`src/ax25_ui_frame_encoder_macros.svh`:
```
// assertion macros for the ax.25 ui frame encoder
`ifndef AX25_UI_FRAME_ENCODER_MACROS_SVH
`define AX25_UI_FRAME_ENCODER_MACROS_SVH

// same-cycle implication, disabled during reset
`define AX25_ASSERT_NOW(label, clk, rstn, ante, cons, msg) \
    label: assert property (@(posedge clk) disable iff (!rstn) (ante) |-> (cons)) \
        else $error(msg);

// next-cycle implication, disabled during reset
`define AX25_ASSERT_NEXT(label, clk, rstn, ante, cons, msg) \
    label: assert property (@(posedge clk) disable iff (!rstn) (ante) |=> (cons)) \
        else $error(msg);

`endif

```
`src/ax25enc_pkg.sv`:
```
// shared types, constants and helper functions of the ax.25 ui frame encoder
`timescale 1ns / 1ps
`default_nettype none

package ax25enc_pkg;

    localparam logic [7:0]  FLAG_BYTE      = 8'h7E;
    localparam logic [7:0]  CTL_UI         = 8'h03;
    localparam logic [7:0]  PID_NONE       = 8'hF0;
    localparam logic [7:0]  SSID_DEST_BASE = 8'h60;
    localparam logic [7:0]  SSID_SRC_BASE  = 8'h61;
    localparam logic [15:0] CRC_POLY       = 16'h1021;
    localparam logic [15:0] CRC_INIT       = 16'hFFFF;
    localparam logic [15:0] CRC_XOROUT     = 16'hFFFF;
    localparam logic [2:0]  STUFF_RUN_LAST = 3'd4;
    localparam logic [3:0]  HDR_LAST_IDX   = 4'd15;

    localparam int CALL_W = 48;
    localparam int SSID_W = 4;
    localparam int CFG_DW = 64;
    localparam int CFG_AW = 5;

    // register indexes on the configuration port
    localparam logic [1:0] REG_DEST_CALL = 2'd0;
    localparam logic [1:0] REG_SRC_CALL  = 2'd1;
    localparam logic [1:0] REG_DEST_SID  = 2'd2;
    localparam logic [1:0] REG_SRC_SID   = 2'd3;

    typedef enum logic [2:0] {
        OP_NONE,
        OP_OPEN,
        OP_HDR,
        OP_PAY,
        OP_FCS_HI,
        OP_FCS_LO,
        OP_FLAG,
        OP_PAD
    } op_t;

    typedef struct packed {
        op_t        op;
        logic [3:0] hdr_idx;
        logic       load;
    } cmd_t;

    typedef struct packed {
        logic room;
        logic empty;
    } sts_t;

    typedef struct packed {
        logic [9:0] bits;
        logic [3:0] n;
        logic [2:0] ones;
    } stuff_t;

    function automatic logic [7:0] rev8(input logic [7:0] v);
        logic [7:0] r;
        for (int k = 0; k < 8; k++) begin
            r[7 - k] = v[k];
        end
        return r;
    endfunction

    function automatic logic [15:0] crc_byte(input logic [15:0] c_in, input logic [7:0] v);
        logic [15:0] c;
        c = c_in ^ {v, 8'h00};
        for (int k = 0; k < 8; k++) begin
            if (c[15]) begin
                c = {c[14:0], 1'b0} ^ CRC_POLY;
            end else begin
                c = {c[14:0], 1'b0};
            end
        end
        return c;
    endfunction

    // stuffed bits come back msb-aligned, 8 to 10 of them
    function automatic stuff_t stuff_byte(input logic [7:0] v, input logic [2:0] ones_in);
        logic [9:0] r;
        logic [3:0] n;
        logic [2:0] run;
        stuff_t     res;
        r   = '0;
        n   = '0;
        run = ones_in;
        for (int k = 7; k >= 0; k--) begin
            r = {r[8:0], v[k]};
            n = n + 4'd1;
            if (v[k]) begin
                if (run == STUFF_RUN_LAST) begin
                    r   = {r[8:0], 1'b0};
                    n   = n + 4'd1;
                    run = '0;
                end else begin
                    run = run + 3'd1;
                end
            end else begin
                run = '0;
            end
        end
        res.bits = r << (4'd10 - n);
        res.n    = n;
        res.ones = run;
        return res;
    endfunction

    // header byte by position: dest call, dest ssid, src call, src ssid, control, pid
    function automatic logic [7:0] hdr_byte(
        input logic [3:0]        idx,
        input logic [CALL_W-1:0] dest_call,
        input logic [CALL_W-1:0] src_call,
        input logic [SSID_W-1:0] dest_sid,
        input logic [SSID_W-1:0] source_sid
    );
        logic [7:0] b;
        logic [7:0] ch;
        int         sh;
        b  = '0;
        ch = '0;
        sh = 0;
        if (idx < 4'd6) begin
            sh = 8 * (5 - int'(idx));
            ch = 8'(dest_call >> sh);
            b  = {ch[6:0], 1'b0};
        end else if (idx == 4'd6) begin
            b = SSID_DEST_BASE | {3'b000, dest_sid, 1'b0};
        end else if (idx < 4'd13) begin
            sh = 8 * (12 - int'(idx));
            ch = 8'(src_call >> sh);
            b  = {ch[6:0], 1'b0};
        end else if (idx == 4'd13) begin
            b = SSID_SRC_BASE | {3'b000, source_sid, 1'b0};
        end else if (idx == 4'd14) begin
            b = CTL_UI;
        end else begin
            b = PID_NONE;
        end
        return b;
    endfunction

endpackage

`default_nettype wire

```
`src/ax25enc_cfg.sv`:
```
// configuration registers behind the apb-style port
`timescale 1ns / 1ps
`default_nettype none

module ax25enc_cfg (
    input  logic                             aclk,
    input  logic                             aresetn,
    input  logic                             psel,
    input  logic                             penable,
    input  logic                             pwrite,
    input  logic [ax25enc_pkg::CFG_AW-1:0]   paddr,
    input  logic [ax25enc_pkg::CFG_DW-1:0]   pwdata,
    output logic [ax25enc_pkg::CFG_DW-1:0]   prdata,
    output logic                             pready,
    output logic [ax25enc_pkg::CALL_W-1:0]   dest_call,
    output logic [ax25enc_pkg::CALL_W-1:0]   src_call,
    output logic [ax25enc_pkg::SSID_W-1:0]   dest_sid,
    output logic [ax25enc_pkg::SSID_W-1:0]   source_sid
);

    logic [ax25enc_pkg::CALL_W-1:0] dest_call_reg;
    logic [ax25enc_pkg::CALL_W-1:0] src_call_reg;
    logic [ax25enc_pkg::SSID_W-1:0] dest_sid_reg;
    logic [ax25enc_pkg::SSID_W-1:0] source_sid_reg;
    logic [1:0]                     reg_idx;
    logic                           wr_en;

    assign pready  = 1'b1;
    assign reg_idx = paddr[4:3];
    assign wr_en   = psel && penable && pwrite && pready;

    always_ff @(posedge aclk) begin
        if (!aresetn) begin
            dest_call_reg  <= '0;
            src_call_reg   <= '0;
            dest_sid_reg   <= '0;
            source_sid_reg <= '0;
        end else if (wr_en) begin
            case (reg_idx)
                ax25enc_pkg::REG_DEST_CALL: dest_call_reg  <= pwdata[ax25enc_pkg::CALL_W-1:0];
                ax25enc_pkg::REG_SRC_CALL:  src_call_reg   <= pwdata[ax25enc_pkg::CALL_W-1:0];
                ax25enc_pkg::REG_DEST_SID:  dest_sid_reg   <= pwdata[ax25enc_pkg::SSID_W-1:0];
                ax25enc_pkg::REG_SRC_SID:   source_sid_reg <= pwdata[ax25enc_pkg::SSID_W-1:0];
                default: ;
            endcase
        end
    end

    always_comb begin
        case (reg_idx)
            ax25enc_pkg::REG_DEST_CALL:
                prdata = ax25enc_pkg::CFG_DW'(dest_call_reg);
            ax25enc_pkg::REG_SRC_CALL:
                prdata = ax25enc_pkg::CFG_DW'(src_call_reg);
            ax25enc_pkg::REG_DEST_SID:
                prdata = ax25enc_pkg::CFG_DW'(dest_sid_reg);
            ax25enc_pkg::REG_SRC_SID:
                prdata = ax25enc_pkg::CFG_DW'(source_sid_reg);
            default:
                prdata = '0;
        endcase
    end

    assign dest_call  = dest_call_reg;
    assign src_call   = src_call_reg;
    assign dest_sid   = dest_sid_reg;
    assign source_sid = source_sid_reg;

endmodule

`default_nettype wire

```
`src/ax25enc_ctrl.sv`:
```
// frame sequencer: walks open flag, header, payload, fcs, closing flag and pad
`timescale 1ns / 1ps
`default_nettype none

module ax25enc_ctrl (
    input  logic                aclk,
    input  logic                aresetn,
    input  logic                s_tvalid,
    input  logic                s_tlast,
    output logic                s_tready,
    input  ax25enc_pkg::sts_t   sts,
    output ax25enc_pkg::cmd_t   cmd
);

    typedef enum logic [2:0] {
        ST_IDLE,
        ST_OPEN,
        ST_HDR,
        ST_PAY,
        ST_FCS_HI,
        ST_FCS_LO,
        ST_FLAG,
        ST_PAD
    } state_t;

    state_t     state_reg, state_next;
    logic [3:0] idx_reg, idx_next;
    logic       last_reg, last_next;
    logic       in_frame_reg, in_frame_next;

    always_comb begin
        state_next    = state_reg;
        idx_next      = idx_reg;
        last_next     = last_reg;
        in_frame_next = in_frame_reg;
        s_tready      = (state_reg == ST_IDLE);
        cmd.op        = ax25enc_pkg::OP_NONE;
        cmd.hdr_idx   = idx_reg;
        cmd.load      = s_tvalid && s_tready;
        case (state_reg)
            ST_IDLE: begin
                if (s_tvalid) begin
                    last_next  = s_tlast;
                    state_next = in_frame_reg ? ST_PAY : ST_OPEN;
                end
            end
            ST_OPEN: begin
                if (sts.room) begin
                    cmd.op        = ax25enc_pkg::OP_OPEN;
                    idx_next      = '0;
                    in_frame_next = 1'b1;
                    state_next    = ST_HDR;
                end
            end
            ST_HDR: begin
                if (sts.room) begin
                    cmd.op   = ax25enc_pkg::OP_HDR;
                    idx_next = idx_reg + 4'd1;
                    if (idx_reg == ax25enc_pkg::HDR_LAST_IDX) begin
                        state_next = ST_PAY;
                    end
                end
            end
            ST_PAY: begin
                if (sts.room) begin
                    cmd.op     = ax25enc_pkg::OP_PAY;
                    state_next = last_reg ? ST_FCS_HI : ST_IDLE;
                end
            end
            ST_FCS_HI: begin
                if (sts.room) begin
                    cmd.op     = ax25enc_pkg::OP_FCS_HI;
                    state_next = ST_FCS_LO;
                end
            end
            ST_FCS_LO: begin
                if (sts.room) begin
                    cmd.op     = ax25enc_pkg::OP_FCS_LO;
                    state_next = ST_FLAG;
                end
            end
            ST_FLAG: begin
                if (sts.room) begin
                    cmd.op     = ax25enc_pkg::OP_FLAG;
                    state_next = ST_PAD;
                end
            end
            ST_PAD: begin
                if (sts.room) begin
                    cmd.op        = ax25enc_pkg::OP_PAD;
                    in_frame_next = 1'b0;
                    state_next    = ST_IDLE;
                end
            end
            default: begin
                state_next = ST_IDLE;
            end
        endcase
    end

    always_ff @(posedge aclk) begin
        if (!aresetn) begin
            state_reg    <= ST_IDLE;
            idx_reg      <= '0;
            last_reg     <= 1'b0;
            in_frame_reg <= 1'b0;
        end else begin
            state_reg    <= state_next;
            idx_reg      <= idx_next;
            last_reg     <= last_next;
            in_frame_reg <= in_frame_next;
        end
    end

endmodule

`default_nettype wire

```
`src/ax25enc_datapath.sv`:
```
// crc, bit stuffer, bit packer and output register
`timescale 1ns / 1ps
`default_nettype none

module ax25enc_datapath (
    input  logic                            aclk,
    input  logic                            aresetn,
    input  ax25enc_pkg::cmd_t               cmd,
    output ax25enc_pkg::sts_t               sts,
    input  logic [7:0]                      s_tdata,
    input  logic [ax25enc_pkg::CALL_W-1:0]  dest_call,
    input  logic [ax25enc_pkg::CALL_W-1:0]  src_call,
    input  logic [ax25enc_pkg::SSID_W-1:0]  dest_sid,
    input  logic [ax25enc_pkg::SSID_W-1:0]  source_sid,
    input  logic                            m_tready,
    output logic                            m_tvalid,
    output logic [7:0]                      m_tdata,
    output logic                            m_tlast
);

    logic [7:0]  pay_reg, pay_next;
    logic [15:0] crc_reg, crc_next;
    logic [2:0]  ones_reg, ones_next;
    logic [17:0] acc_reg, acc_next;   // msb-aligned bit queue, oldest bit at 17
    logic [4:0]  cnt_reg, cnt_next;
    logic        done_mark_reg, done_mark_next;
    logic        m_valid_reg, m_valid_next;
    logic [7:0]  m_data_reg, m_data_next;
    logic        m_last_reg, m_last_next;

    logic [7:0]          hdr_b;
    logic [7:0]          body_b;
    logic [7:0]          rbody_b;
    logic [15:0]         fcs;
    logic [7:0]          stuff_in;
    ax25enc_pkg::stuff_t st;
    logic                emit;
    logic                app_en;
    logic [9:0]          app_bits;
    logic [3:0]          app_n;

    always_comb begin
        hdr_b   = ax25enc_pkg::hdr_byte(cmd.hdr_idx, dest_call, src_call, dest_sid, source_sid);
        body_b  = (cmd.op == ax25enc_pkg::OP_HDR) ? hdr_b : pay_reg;
        rbody_b = ax25enc_pkg::rev8(body_b);
        fcs     = crc_reg ^ ax25enc_pkg::CRC_XOROUT;
        case (cmd.op)
            ax25enc_pkg::OP_FCS_HI: stuff_in = fcs[15:8];
            ax25enc_pkg::OP_FCS_LO: stuff_in = fcs[7:0];
            default:                stuff_in = rbody_b;
        endcase
        st = ax25enc_pkg::stuff_byte(stuff_in, ones_reg);
    end

    // a byte leaves only when a full one is queued; commands come only with room
    assign emit = (cnt_reg >= 5'd8) && (!m_valid_reg || m_tready);

    always_comb begin
        pay_next       = pay_reg;
        crc_next       = crc_reg;
        ones_next      = ones_reg;
        acc_next       = acc_reg;
        cnt_next       = cnt_reg;
        done_mark_next = done_mark_reg;
        m_valid_next   = m_valid_reg;
        m_data_next    = m_data_reg;
        m_last_next    = m_last_reg;
        app_en         = 1'b0;
        app_bits       = st.bits;
        app_n          = st.n;

        if (cmd.load) begin
            pay_next = s_tdata;
        end

        if (m_valid_reg && m_tready) begin
            m_valid_next = 1'b0;
        end

        if (emit) begin
            m_valid_next   = 1'b1;
            m_data_next    = acc_reg[17:10];
            m_last_next    = done_mark_reg;
            done_mark_next = 1'b0;
            acc_next       = {acc_reg[9:0], 8'h00};
            cnt_next       = cnt_reg - 5'd8;
        end

        case (cmd.op)
            ax25enc_pkg::OP_OPEN: begin
                acc_next  = {ax25enc_pkg::FLAG_BYTE, 10'b0};
                cnt_next  = 5'd8;
                crc_next  = ax25enc_pkg::CRC_INIT;
                ones_next = '0;
            end
            ax25enc_pkg::OP_HDR, ax25enc_pkg::OP_PAY: begin
                crc_next  = ax25enc_pkg::crc_byte(crc_reg, rbody_b);
                ones_next = st.ones;
                app_en    = 1'b1;
            end
            ax25enc_pkg::OP_FCS_HI, ax25enc_pkg::OP_FCS_LO: begin
                ones_next = st.ones;
                app_en    = 1'b1;
            end
            ax25enc_pkg::OP_FLAG: begin
                // closing flag goes in raw, no stuffing
                app_bits = {ax25enc_pkg::FLAG_BYTE, 2'b00};
                app_n    = 4'd8;
                app_en   = 1'b1;
            end
            ax25enc_pkg::OP_PAD: begin
                // lower bits already zero: a whole zero byte when empty
                cnt_next       = 5'd8;
                done_mark_next = 1'b1;
            end
            default: ;
        endcase

        if (app_en) begin
            acc_next = acc_reg | ({app_bits, 8'h00} >> cnt_reg);
            cnt_next = cnt_reg + {1'b0, app_n};
        end
    end

    always_ff @(posedge aclk) begin
        if (!aresetn) begin
            crc_reg       <= ax25enc_pkg::CRC_INIT;
            ones_reg      <= '0;
            acc_reg       <= '0;
            cnt_reg       <= '0;
            done_mark_reg <= 1'b0;
            m_valid_reg   <= 1'b0;
        end else begin
            crc_reg       <= crc_next;
            ones_reg      <= ones_next;
            acc_reg       <= acc_next;
            cnt_reg       <= cnt_next;
            done_mark_reg <= done_mark_next;
            m_valid_reg   <= m_valid_next;
        end
    end

    always_ff @(posedge aclk) begin
        pay_reg    <= pay_next;
        m_data_reg <= m_data_next;
        m_last_reg <= m_last_next;
    end

    assign sts.room  = (cnt_reg < 5'd8);
    assign sts.empty = (cnt_reg == 5'd0);

    assign m_tvalid = m_valid_reg;
    assign m_tdata  = m_data_reg;
    assign m_tlast  = m_last_reg;

endmodule

`default_nettype wire

```
`src/ax25_ui_frame_encoder.sv`:
```
// a mid-frame byte takes one packing step and then leaves as up to two finished output bytes;
// the first byte of a frame is preceded by the opening flag and 16 header bytes; the last is
// followed by the fcs, closing flag and pad, each packed and then sent out as output bytes.
// throughput is set by the single bit packer, one packing or one output byte per cycle while
// the line sink accepts bytes.
// reset: synchronous active-low aresetn returns frame state to idle and clears all configuration to zero.
`timescale 1ns / 1ps
`default_nettype none

`include "ax25_ui_frame_encoder_macros.svh"

module ax25_ui_frame_encoder (
    input  logic                           aclk,
    input  logic                           aresetn,
    // input stream
    input  logic                           s_tvalid,
    output logic                           s_tready,
    input  logic [7:0]                     s_tdata,   // [7:0] payload_byte
    input  logic                           s_tlast,   // end_of_payload
    // line byte stream
    output logic                           m_tvalid,
    input  logic                           m_tready,
    output logic [7:0]                     m_tdata,   // [7:0] line_byte
    output logic                           m_tlast,   // frame_done
    // configuration
    input  logic                           psel,
    input  logic                           penable,
    input  logic                           pwrite,
    input  logic [ax25enc_pkg::CFG_AW-1:0] paddr,
    input  logic [ax25enc_pkg::CFG_DW-1:0] pwdata,
    output logic [ax25enc_pkg::CFG_DW-1:0] prdata,
    output logic                           pready
);

    ax25enc_pkg::cmd_t              cmd;
    ax25enc_pkg::sts_t              sts;
    logic [ax25enc_pkg::CALL_W-1:0] dest_call;
    logic [ax25enc_pkg::CALL_W-1:0] src_call;
    logic [ax25enc_pkg::SSID_W-1:0] dest_sid;
    logic [ax25enc_pkg::SSID_W-1:0] source_sid;
    logic                           cmd_issued;
    logic                           cmd_open;
    logic                           cmd_pad;
    logic                           byte_queued;

    ax25enc_cfg u_cfg (
        .aclk       (aclk),
        .aresetn    (aresetn),
        .psel       (psel),
        .penable    (penable),
        .pwrite     (pwrite),
        .paddr      (paddr),
        .pwdata     (pwdata),
        .prdata     (prdata),
        .pready     (pready),
        .dest_call  (dest_call),
        .src_call   (src_call),
        .dest_sid   (dest_sid),
        .source_sid (source_sid)
    );

    ax25enc_ctrl u_ctrl (
        .aclk     (aclk),
        .aresetn  (aresetn),
        .s_tvalid (s_tvalid),
        .s_tlast  (s_tlast),
        .s_tready (s_tready),
        .sts      (sts),
        .cmd      (cmd)
    );

    ax25enc_datapath u_dp (
        .aclk       (aclk),
        .aresetn    (aresetn),
        .cmd        (cmd),
        .sts        (sts),
        .s_tdata    (s_tdata),
        .dest_call  (dest_call),
        .src_call   (src_call),
        .dest_sid   (dest_sid),
        .source_sid (source_sid),
        .m_tready   (m_tready),
        .m_tvalid   (m_tvalid),
        .m_tdata    (m_tdata),
        .m_tlast    (m_tlast)
    );

    assign cmd_issued  = (cmd.op != ax25enc_pkg::OP_NONE);
    assign cmd_open    = (cmd.op == ax25enc_pkg::OP_OPEN);
    assign cmd_pad     = (cmd.op == ax25enc_pkg::OP_PAD);
    assign byte_queued = !sts.room && !sts.empty;

    // packer never gets bits while a full byte is still queued
    `AX25_ASSERT_NOW(a_cmd_needs_room, aclk, aresetn, cmd_issued, sts.room, "cmd without room")
    // a frame opens only on an empty bit queue
    `AX25_ASSERT_NOW(a_open_on_empty, aclk, aresetn, cmd_open, sts.empty, "open not empty")
    // pad always leaves exactly one full byte queued
    `AX25_ASSERT_NEXT(a_pad_fills_byte, aclk, aresetn, cmd_pad, byte_queued, "pad left no byte")

endmodule

`default_nettype wire

```
`config.mk`:
```
export PLATFORM = sky130hd
export DESIGN_NAME = ax25_ui_frame_encoder
export DESIGN_NICKNAME = d
export VERILOG_FILES = /design/src/ax25enc_pkg.sv /design/src/ax25enc_cfg.sv /design/src/ax25enc_ctrl.sv /design/src/ax25enc_datapath.sv /design/src/ax25_ui_frame_encoder.sv
export VERILOG_INCLUDE_DIRS = /design/src /design/src/src
export SDC_FILE = /design/constraint.sdc
export NUM_CORES = 1
export LEC_CHECK = 0
export ABC_AREA = 1
export BUFFER_PORTS_ARGS = -buffer_cell sky130_fd_sc_hd__buf_2
export CORE_MARGIN = 10
export CORE_UTILIZATION = 45
export DETAILED_ROUTE_END_ITERATION = 10
export PLACE_DENSITY = 0.67
export SYNTH_ARGS = -nofsm -noshare
export SYNTH_HDL_FRONTEND = slang
export SYNTH_SLANG_ARGS = --single-unit
export TNS_END_PERCENT = 5
```
`constraint.sdc`:
```
create_clock -name aclk -period 9.55 [get_ports aclk]
set_input_delay 1.4325 -clock aclk [delete_from_list [all_inputs] [get_ports aclk]]
set_output_delay 1.4325 -clock aclk [all_outputs]
set_load 0.01 [all_outputs]
```
==> results.py <==
metrics = {
    "placed_design": {
        "port_buffers": 124,
        "placed_area_sq_um": 12700,
        "post-place-ws_ns": 0.509,
        "place_congestion": 0.942,
        "hpwlAfterDp_mm": 26.6,
    },
    "setup_path": {
        "worstPathRequired_ns": 9.93,
        "arrival_ns": 9.03,
        "slowest_stage": "ha_1",
        "cp_max_fo": 8,
        "cp-end-kind": "flip-flop",
        "slowest_delay_ns": 0.41,
        "cpMostUsedCell": "inv_1",
        "critical_path_class": "flip-flop to flip-flop",
        "start_kind": "flip-flop",
        "reg2reg_depth": 65,
        "r2r_end": "u_dp.acc_reg[14]",
        "r2r-start": "u_ctrl.idx_reg[1]",
        "r2r_slack_ns": 0.90,
    },
    "global_routing": {
        "grt_pass1_wl_mm": 58.2,
        "grt_max_degree": 72,
        "grt_pass1_vias": 11352,
        "grtUsageTotal_pct": 21.0,
        "grt.overflow.total": 0,
        "antenna_found_initial": 3,
    },
    "floorplanning": {
        "ios": 161,
        "die_height_microns": 182,
        "rows": 59,
        "die-area_sq_um": 33200,
        "core_sq_um": 26000,
        "dieWidth_microns": 182,
        "initial_utilization_pct": 45.6,
    },
    "layout": {
        "final_nets": 2041,
        "register_area_sq_um": 3660,
        "fin_area_sq_um": 13400,
        "layout_common_cells": "nand2_1, o21ai_0, nor2_1",
        "final_common_cell": "nand2_1",
        "layout-drive-gt1-share_pct": 15.5,
        "area_delta_synth_final_pct": 12.7,
        "multi_input_area_sq_um": 7140,
        "final.fill_count": 2645,
        "final_core_util_pct": 51.4,
    },
    "timing": {
        "hold_viol": 0,
        "period_needed_ns": 8.65,
        "tightest_slew_ns": 0.963,
        "finalWorstSetupSlack_ns": 0.897,
        "max_freq_mhz": 116,
        "rsz0062_at_grt": "false",
        "relSlewSlack_pct": 35.8,
        "slew_violations": 0,
        "final.period_utilization_pct": 90.6,
        "fin_setup_tns_ns": 0,
        "setup_viol": 0,
        "fin_skew_ns": 0.0144,
    },
    "clocking": {
        "cts_made_buffers": 17,
        "hold_buffers": 0,
        "cts-root-buf": "clkbuf_16",
        "clock_latency_ns": 0.45,
        "htreeDepth": 4,
        "cts_tree": "built",
        "cts_buffer_depth": 2,
        "cts.reportedPaths.clkPinSlew_ns": 0.08,
        "cts.sinks": 174,
    },
    "yosys": {
        "synth_cells": 1812,
        "syn_area_sq_um": 11900,
        "synth_edf_count": 17,
        "yosysWarnings": 0,
        "synth.distinct_cells": 54,
        "synth-seq-cells": 174,
        "post_synth.cell_area_avg_sq_um": 6.54,
        "ys_seq_area_share_pct": 30.8,
        "synthFlopType": "dfxtp_1",
        "synthArstFlopShare_pct": 0,
    },
    "routing": {
        "vias_per_cell": 5.41,
        "drc_errors": 0,
        "drt-initial-drc-count": 1044,
        "wl_mm": 36.0,
        "vias": 12234,
        "dr.pass1.iters": 5,
        "wl_per_cell_microns": 15.9,
        "antenna_left": 0,
    },
    "outcome": {
        "status": "complete, no violations",
    },
    "power": {
        "leakage_nw": 6.25,
        "power_w": 0.00452,
        "p_per_area_nw_per_um2": 338,
        "peakVddDrop_uv": 182,
    },
    "worst_hold_path": {
        "hp-class": "flip-flop to flip-flop",
        "holdPathStages": 0,
        "min-delay-start": "u_dp.done_mark_reg",
        "min_to": "u_dp.m_tlast",
    },
    "run": {
        "drv_cap": 0,
    },
}
## timing repair
| item | in CTS | in global routing |
|---|---|---|
| resized for setup | 0 | 8 |
| hold endpoints to repair | 0 | 0 |
| setup endpoints to repair | 0 | 18 |
| buffers inserted | 0 | 0 |
## layer usage
layer  up-vias  part of all wire [%]  GRT usage (%)  wire (microns)
met2       451                    44           32.7           15800
li1       6144                     -              -               -
met3        54                   8.6           5.30            3090
met5         -                 0.036              0              13
met1      5583                    45           27.8           16300
met4         2                   2.2           6.41             796
## stage by stage
stage / hold slack (ns) / instances
floorplan: 0.409 / 1830
global placement: 0.418 / 2227
detailed placement: 0.419 / 2227
CTS: 0.438 / 2259
global route: 0.464 / 2259
finish: 0.437 / 2262
## logic make-up after synthesis
family,share of synthesized area (%)
AO/OA/AOI/OAI,20.2
AND/OR/NAND/NOR,32.2
flip-flops,30.8
adder cells (fa/ha/maj),4.81
XOR/XNOR,2.23
other,0.0633
buffers and inverters,9.71
## power by group
| part | switching (W) | total (W) | internal, W |
|---|---|---|---|
| combinational | 0.00193 | 0.00288 | 0.000947 |
| clock | 0.000355 | 0.000708 | 0.000354 |
| sequential | 0.0000787 | 0.000936 | 0.000857 |
| total | 0.00236 | 0.00452 | 0.00216 |
## worst max-delay path, delay by kind of cell, from the launching register on
family                     cells  cell delay, ns
and+or+nand+nor               37            4.21
adders and majority gates      9            2.26
buffers and inverters         14            1.16
DFF                            1            0.33
AOI/OAI and AO/OA              5            0.62
## synthesized netlist by cell type, types with 2 or more instances
cell type / count / share of area (%)
a211oi_1: 4 / 0.25
a21oi_1: 124 / 5.2
a21oi_2: 3 / 0.22
a21oi_4: 2 / 0.27
a22o_1: 18 / 1.3
a22oi_1: 3 / 0.19
a31oi_1: 2 / 0.11
buf_1: 2 / 0.063
buf_2: 15 / 0.63
buf_4: 18 / 1.1
clkbuf_1: 53 / 1.7
clkinv_1: 9 / 0.28
conb_1: 2 / 0.063
dfxtp_1: 157 / 27
edfxtp_1: 17 / 4.3
ha_1: 44 / 4.6
inv_1: 164 / 5.2
inv_2: 15 / 0.47
inv_4: 2 / 0.11
nand2_1: 392 / 12
nand2_2: 26 / 1.4
nand2_4: 4 / 0.38
nand3_1: 168 / 7.1
nand3_2: 8 / 0.68
nand3_4: 3 / 0.44
nand4_1: 7 / 0.37
nor2_1: 208 / 6.6
nor2_2: 8 / 0.42
nor2_4: 10 / 0.95
nor2_8: 4 / 0.68
nor3_1: 4 / 0.17
o2111ai_1: 2 / 0.15
o211ai_1: 9 / 0.57
o21a_1: 2 / 0.13
o21ai_0: 212 / 8.9
o21ai_1: 9 / 0.38
o21ai_2: 2 / 0.15
o21bai_1: 3 / 0.19
o21bai_2: 3 / 0.28
o22ai_1: 28 / 1.5
o311ai_0: 2 / 0.15
or2_2: 7 / 0.37
xnor2_1: 7 / 0.52
xor2_1: 20 / 1.5
## worst max-delay path by stage
| stage | startpoint | to | slack, ns | depth (start not counted) |
|---|---|---|---|---|
| after detailed placement | u_ctrl.idx_reg[2] | u_dp.acc_reg[14] | 0.51 | 64 |
| after global routing | u_ctrl.idx_reg[1] | u_dp.acc_reg[14] | 0.002 | 65 |
| after floorplan | u_ctrl.idx_reg[0] | u_dp.acc_reg[14] | 1.16 | 70 |
| final | u_ctrl.idx_reg[1] | u_dp.acc_reg[14] | 0.90 | 65 |
| after global placement | u_ctrl.idx_reg[2] | u_dp.acc_reg[8] | 0.72 | 64 |
| after CTS | u_ctrl.idx_reg[2] | u_dp.acc_reg[14] | 0.50 | 64 |
## final cells by class
class	instances	share of cell area, %
multi-input combinational	1376	53.4
sequential	174	27.3
tap	335	3.14
clock buffer	17	3.18
antenna	3	0.0562
clock inverter	15	1.27
inverter	191	5.41
timing repair buffer	151	6.18
Note: power is estimated with default switching activity, not from simulation.
